File: src/hdl/circular_list_table_macros.svh
// Assertion macros used by the list table RTL.
`ifndef CIRCULAR_LIST_TABLE_MACROS_SVH
`define CIRCULAR_LIST_TABLE_MACROS_SVH

// Same-cycle implication, sampled on clk, off while in reset.
`define CLT_ASSERT_NOW(lbl, cond, prop, msg) \
	lbl: assert property (@(posedge clk) disable iff (!arst_n) (cond) |-> (prop)) \
		else $error(msg);

// Next-cycle implication, sampled on clk, off while in reset.
`define CLT_ASSERT_NEXT(lbl, cond, prop, msg) \
	lbl: assert property (@(posedge clk) disable iff (!arst_n) (cond) |=> (prop)) \
		else $error(msg);

`endif

File: src/hdl/clt_pkg.sv
package clt_pkg;

	localparam int CAPACITY_DEF = 256;
	localparam int DATA_W       = 32;

	typedef enum logic [2:0] {
		OP_INSERT = 3'd0,
		OP_REMOVE = 3'd1,
		OP_SEARCH = 3'd2,
		OP_PRED   = 3'd3,
		OP_SUCC   = 3'd4,
		OP_MIN    = 3'd5,
		OP_MAX    = 3'd6,
		OP_KTH    = 3'd7
	} opcode_t;

	typedef enum logic [2:0] {
		ST_OK       = 3'd0,
		ST_FULL     = 3'd1,
		ST_BADPOS   = 3'd2,
		ST_NOTFOUND = 3'd3,
		ST_EMPTY    = 3'd4
	} status_t;

	typedef enum logic [2:0] {
		FSM_IDLE,
		FSM_SCAN,
		FSM_REMOVE,
		FSM_KCOUNT,
		FSM_KSKIP,
		FSM_RESTORE,
		FSM_FIN
	} fsm_t;

	typedef enum logic [1:0] {
		CM_HOLD,
		CM_INSERT,
		CM_REMOVE,
		CM_ROTATE
	} cell_mode_t;

	typedef struct packed {
		cell_mode_t          mode;
		logic [DATA_W-1:0]   operand;
	} cell_cmd_t;

endpackage

File: src/hdl/clt_cell.sv
module clt_cell #(
	parameter int IDX   = 0,
	parameter int CNT_W = 9
) (
	input  logic                         clk,
	input  clt_pkg::cell_cmd_t           cmd,
	input  logic [CNT_W-1:0]             count,
	input  logic [CNT_W-1:0]             pos,
	input  logic [clt_pkg::DATA_W-1:0]   left,
	input  logic [clt_pkg::DATA_W-1:0]   right,
	input  logic [clt_pkg::DATA_W-1:0]   head,
	output logic [clt_pkg::DATA_W-1:0]   q
);

	localparam logic [CNT_W-1:0] IDXV = CNT_W'(IDX);
	localparam logic [CNT_W-1:0] NXTV = CNT_W'(IDX + 1);

	logic [clt_pkg::DATA_W-1:0] val_q;

	// Each cell picks from its left, its right, the head or the operand.
	always_ff @(posedge clk) begin
		case (cmd.mode)
			clt_pkg::CM_INSERT: begin
				if (count == '0) begin
					if (IDX == 0) val_q <= cmd.operand;
				end else if (IDX == 1) begin
					val_q <= cmd.operand;
				end else if (IDX > 1 && IDXV <= count) begin
					val_q <= left;
				end
			end
			clt_pkg::CM_REMOVE: begin
				if (IDXV >= pos && NXTV < count) val_q <= right;
			end
			clt_pkg::CM_ROTATE: begin
				if (NXTV < count) val_q <= right;
				else if (NXTV == count) val_q <= head;
			end
			default: begin
			end
		endcase
	end

	assign q = val_q;

endmodule

File: config.mk
export PLATFORM = sky130hd
export DESIGN_NAME = clt_cell
export DESIGN_NICKNAME = d
export VERILOG_FILES = /design/src/hdl/circular_list_table_macros.svh /design/src/hdl/clt_pkg.sv /design/src/hdl/clt_cell.sv
export SDC_FILE = /design/constraint.sdc
export NUM_CORES = 1
export LEC_CHECK = 0
export BUFFER_PORTS_ARGS = -buffer_cell sky130_fd_sc_hd__buf_2
export CAP_MARGIN = 40
export CORE_MARGIN = 2
export CORE_UTILIZATION = 31
export CTS_CLUSTER_SIZE = 14
export DETAILED_ROUTE_END_ITERATION = 12
export GPL_TIMING_DRIVEN = 0
export MAX_ROUTING_LAYER = met4
export PLACE_DENSITY_LB_ADDON = 0.15
export SYNTH_ARGS = -nofsm -noshare
export SYNTH_HDL_FRONTEND = slang
export SYNTH_SLANG_ARGS = --single-unit
File: constraint.sdc
create_clock -name clk -period 2.8 [get_ports clk]
set_clock_uncertainty 0.05 [all_clocks]
set_input_delay 0.56 -clock clk [delete_from_list [all_inputs] [get_ports clk]]
set_output_delay 0.56 -clock clk [all_outputs]
set_load 0.02 [all_outputs]
==> flow_metrics.env, run 1 <==
export IMPL_drt_pass1_iter_count=4
export IMPL_grt_pass1_wl_um=7250
export IMPL_layout_min_cycle_time_ns=2.04
export IMPL_initial_core_util_pct=31.6
export IMPL_routed_wl_um=4660
export IMPL_grt_pass1_vias=1643
export IMPL_h_tree_depth=2
export IMPL_cts_tree="done"
export IMPL_ys_types=16
export IMPL_io_pins=181
export IMPL_yosys_warnings=0
export IMPL_grt_max_degree=33
export IMPL_whs_ns=0.557
export IMPL_die_area_um2=6120
export IMPL_vias=1717
export IMPL_rsz0062_at_grt="no"
export IMPL_grt_ovfl_total=0
export IMPL_cp_data_arrival_time_ns=1.97
export IMPL_dpl_cell_count=370
export IMPL_status="complete, no violations"
export IMPL_critPathMaxStageDelay_ns=0.50
export IMPL_place_gp_congestion=0.779
export IMPL_synth_area_um2=1710
export IMPL_crit_buf_inv=2
export IMPL_area_growth_pct=56.4
export IMPL_ctsResizeCount=0
export IMPL_max_vdd_ir_drop_mv=0.285
export IMPL_timing_worst_setup_path_type="input port to flop"
export IMPL_power_mw=1.24
export IMPL_nets=454
export IMPL_drt_initial_drc_count=75
export IMPL_final_cell_count_no_fill=378
export IMPL_seq_area_frac_synth_pct=56.3
export IMPL_worst_pin_slew_ns=0.478
export IMPL_power_density_nw_per_um2=464
export IMPL_synth_fp_nets=298
export IMPL_hold_buffers=0
export IMPL_viasPerCell=4.54
export IMPL_netlist_area_leader_share_pct=56.3
export IMPL_largest_register_ffs=32
export IMPL_pre_cts_slack_ns=0.456
export IMPL_n_fill_cell=551
export IMPL_path_clk_slew_ns=0.07
export IMPL_placed_area_um2=2560
export IMPL_io_buffers=148
export IMPL_period_share_pct=73.0
export IMPL_ant_nets=0
export IMPL_final_layout_size_suffix_gt1_share_pct=53.3
export IMPL_die_h_um=78.2
export IMPL_cp_required_ns=2.72
export IMPL_route_detailed_drc=0
export IMPL_cts_setup_buffers=0
export IMPL_path_depth=6
export IMPL_cellLeakagePower_nw=1.43
export IMPL_holdPathStages=3
export IMPL_clk_path_buf_depth=2
export IMPL_drv_slew=0
export IMPL_cpMaxStageDelayCell="or4b_1"
export IMPL_crit_fanout=32
export IMPL_setup_viol=0
export IMPL_fin_setup_tns_ns=0
export IMPL_worstPathCellList="buf_2 -> nor4_2 -> nand2_1 -> or4b_1 -> nand3_2 -> buf_12"
export IMPL_netlist_top_cells_area="edfxtp_1 (56%), mux2i_1 (19%), a21oi_1 (9.4%), nor2_1 (7.3%), buf_6 (2.0%)"
export IMPL_max_slew_margin_pct=68.1
export IMPL_hold_end="q[7]"
export IMPL_dieWidth_um=78.2
export IMPL_layout_setup_ws_ns=0.755
export IMPL_max_freq_mhz=489
export IMPL_cp_start_kind="input port"
export IMPL_fp_row_count=27
export IMPL_hp_class="input port to flop"
export IMPL_hold_viol=0
export IMPL_hp_start="cmd[7]"
export IMPL_post_route_cell_area_um2=2670
export IMPL_synth_largest_area_cell="edfxtp_1"
export IMPL_tritoncts_num_buffers=5
export IMPL_antenna_found_initial=0
export IMPL_avgSynthCellArea_um2=11.5
export IMPL_routedWlPerCell_um=12.3
export IMPL_cap_viol_max_count=0
export IMPL_antenna_cells=0
export IMPL_hpwl_um=3720
export IMPL_critPathCaptureType="flop"
export IMPL_cts_sinks=32
export IMPL_cts_root_buf="clkbuf_8"
export IMPL_postSynthCellCount=149
export IMPL_coreArea_um2=5410
export IMPL_post_route_util_pct=49.4
export IMPL_grt_use_total_pct=15.7
export IMPL_synth_ff_latch_count=32
export IMPL_path_delay_family="simple AND/OR/NAND/NOR gates"
-- layout by cell type (no fill, tap or decap) --
cell / Yosys / final
a21oi_1: 32 / 32
buf_1: 1 / 1
buf_12: 0 / 1
buf_2: 0 / 148
buf_6: 3 / 3
bufinv_16: 0 / 1
clkbuf_1: 6 / 7
clkbuf_8: 0 / 5
clkinv_2: 0 / 1
edfxtp_1: 32 / 32
mux2i_1: 32 / 32
nand2_1: 1 / 1
nand3_2: 1 / 2
nand4_1: 1 / 1
nor2_1: 33 / 33
nor4_1: 1 / 1
nor4_2: 2 / 2
nor4b_1: 1 / 1
o211ai_1: 1 / 1
or4b_1: 1 / 1
-- power by group --
part	internal [mW]	switching [mW]
sequential	0.571	0.00746
clock	0.264	0.159
combinational	0.111	0.129
total	0.945	0.295
-- metal layers --
layer / wire, um / part of all wire, % / GRT usage [%] / up-vias
li1: - / - / - / 864
met1: 1750 / 38 / 17.5 / 751
met2: 2410 / 52 / 27.1 / 95
met3: 441 / 9.5 / 4.25 / 7
met4: 61 / 1.3 / 5.96 / 0
met5: 0 / 0 / - / -
-- worst max-delay path by stage --
stage	start	end	slack (ns)
after floorplan	count[8]	q[0]	0.15
after global routing	count[3]	q[28]	0.68
after detailed placement	count[8]	q[15]	0.46
after CTS	count[8]	q[15]	0.76
after global placement	count[8]	q[15]	-0.38
final	count[8]	q[15]	0.76
-- kinds of logic after synthesis --
logic type / share of synthesized area, %
simple gates: 11.6
buf+inv: 3.52
compound gates: 9.82
mux: 18.8
flops: 56.3
-- Yosys cell counts, drive strengths merged --
cell type	instances
buf	4
nor4	3
nor2	33
edfxtp	32
o211ai	1
nand3	2
or4b	1
mux2i	32
nor4b	1
nand4	1
clkbuf	6
a21oi	32
nand2	1
-- area by class of cell --
class                   count  area (um2)  share of cell area, %
plain buffers              10        60.1                   2.25
multi-input cells         107         692                   25.9
well taps                  72        90.1                   3.37
flip-flops and latches     32         961                   36.0
clock buffers               6        72.6                   2.72
clock inverters             2        35.0                   1.31
repair buffers            149         761                   28.5
No activity file was read; power rests on OpenSTA's default activity.
==> run 2, diff against run 1 <==
- CORE_UTILIZATION: 31 -> 35
- clock period: 2.8 -> 2 ns (I/O delays scaled with it)
==> flow_metrics.env, run 2 (synthesized netlist as in run 1, its figures left out) <==
export IMPL_cp_data_arrival_time_ns=1.77
export IMPL_dpl_cell_count=364
export IMPL_status="complete, no violations"
export IMPL_hpwl_um=3760
export IMPL_antenna_found_initial=0
export IMPL_coreArea_um2=4720
export IMPL_grt_pass1_wl_um=7020
export IMPL_grtUsageMet1_pct=19.6
export IMPL_place_gp_congestion=0.746
export IMPL_n_fill_cell=452
export IMPL_holdPathStages=3
export IMPL_critPathMaxStageDelay_ns=0.55
export IMPL_io_pins=181
export IMPL_tritoncts_num_buffers=5
export IMPL_h_tree_depth=2
export IMPL_initial_core_util_pct=36.2
export IMPL_layout_commonest_cell="buf_2"
export IMPL_nets=455
export IMPL_hold_buffers=0
export IMPL_dieWidth_um=73.9
export IMPL_crit_fanout=16
export IMPL_max_vdd_ir_drop_mv=0.255
export IMPL_hold_viol=0
export IMPL_setup_viol=0
export IMPL_grt_max_degree=17
export IMPL_vias=1746
export IMPL_layout_min_cycle_time_ns=1.86
export IMPL_grt_ovfl_total=0
export IMPL_cp_required_ns=1.92
export IMPL_routedWlPerCell_um=12.9
export IMPL_rsz0062_at_grt="no"
export IMPL_hold_end="q[16]"
export IMPL_cap_viol_max_count=0
export IMPL_drt_initial_drc_count=109
export IMPL_die_area_um2=5450
export IMPL_drv_slew=0
export IMPL_fp_row_count=25
export IMPL_cts_sinks=32
export IMPL_grt_busiest_layer="met2"
export IMPL_drt_pass1_iter_count=4
export IMPL_final_layout_size_suffix_gt1_share_pct=53.1
export IMPL_critPathCaptureType="flop"
export IMPL_hp_class="input port to flop"
export IMPL_cp_start_kind="input port"
export IMPL_startpoint="count[3]"
export IMPL_viasPerCell=4.67
export IMPL_grt_use_total_pct=18.1
export IMPL_clk_path_buf_depth=2
export IMPL_max_slew_margin_pct=68.4
export IMPL_routed_wl_um=4820
export IMPL_ant_nets=0
export IMPL_largest_register_ffs=32
export IMPL_cpMaxStageDelayCell="or4b_4"
export IMPL_worst_pin_slew_ns=0.474
export IMPL_hp_start="cmd[16]"
export IMPL_cts_root_buf="clkbuf_8"
export IMPL_final_cell_mix="buf_2 (148), nor2_1 (33), mux2i_1 (32), a21oi_1 (32), edfxtp_1 (32)"
export IMPL_die_h_um=73.9
export IMPL_antenna_cells=0
export IMPL_met2_usage_pct=30.5
export IMPL_max_freq_mhz=539
export IMPL_final_cell_count_no_fill=374
export IMPL_met3_usage_pct=3.98
export IMPL_io_buffers=148
export IMPL_route_detailed_drc=0
export IMPL_timing_worst_setup_path_type="input port to flop"
export IMPL_grt_pass1_vias=1595
export IMPL_crit_buf_inv=1
export IMPL_power_density_nw_per_um2=606
export IMPL_worstPathCellList="buf_2 -> nor4_2 -> nand2_1 -> or4b_4 -> nand3_4"
export IMPL_path_delay_family="simple AND/OR/NAND/NOR gates"
export IMPL_path_clk_slew_ns=0.06
export IMPL_period_share_pct=92.8
export IMPL_cts_tree="done"
export IMPL_cellLeakagePower_nw=1.43
export IMPL_post_route_util_pct=56.4
export IMPL_area_growth_pct=55.9
## run 2: routing by layer
metal | vias to the layer above | share of wire [%]
met1 | 779 | 37
met2 | 92 | 52
met5 | - | 0
met3 | 8 | 8.1
met4 | 0 | 2.0
li1 | 867 | -
## run 2: area by class of cell
class	instances	area [um2]	area share, %
Sequential cell	32	961	36.1
Timing Repair Buffer	149	748	28.1
Multi-Input combinational cell	108	729	27.4
Tap cell	67	83.8	3.15
Clock buffer	7	76.3	2.87
Buffer	10	60.1	2.26
Clock inverter	1	3.75	0.141
## run 2: how the worst max path moves through the flow
| stage | end | cells past startpoint |
|---|---|---|
| after detailed placement | q[25] | 5 |
| after CTS | q[14] | 5 |
| after floorplan | q[0] | 4 |
| final | q[27] | 5 |
| after global placement | q[25] | 5 |
| after global routing | q[9] | 5 |
## run 2: tightest hold or removal path: cells and delay by family
family | cells | cell delay, ns
buffers and inverters | 1 | 0.07
AOI/OAI and AO/OA | 1 | 0.10
and+or+nand+nor | 1 | 0.03
## run 2: per-stage QoR
stage / setup TNS, ns / total power [mW] / cell area [um2] / worst slack, ns / hold WS (ns)
floorplan: 0 / 0.980 / 1730 / 0.00202 / 0.580
global placement: -8.81 / 1.16 / 2560 / -0.277 / 0.672
detailed placement: -9.59 / 1.16 / 2560 / -0.301 / 0.681
CTS: 0 / 1.63 / 2660 / 0.104 / 0.386
global route: 0 / 1.69 / 2660 / 0.0431 / 0.392
finish: 0 / 1.61 / 2660 / 0.145 / 0.391
## run 2: timing repair
| item | 4_1_cts | 5_1_grt |
|---|---|---|
| pin swaps | 0 | 1 |
| endpoints found under the setup margin | 32 | 16 |
| gates resized for setup | 1 | 0 |
| gates cloned | 1 | 0 |
| setup buffers | 0 | 1 |
## run 2: report_power, final
part / leakage [nW] / internal (mW) / switching (mW)
combinational: 1.08 / 0.155 / 0.183
clock: 0.0399 / 0.242 / 0.226
sequential: 0.306 / 0.799 / 0.00974
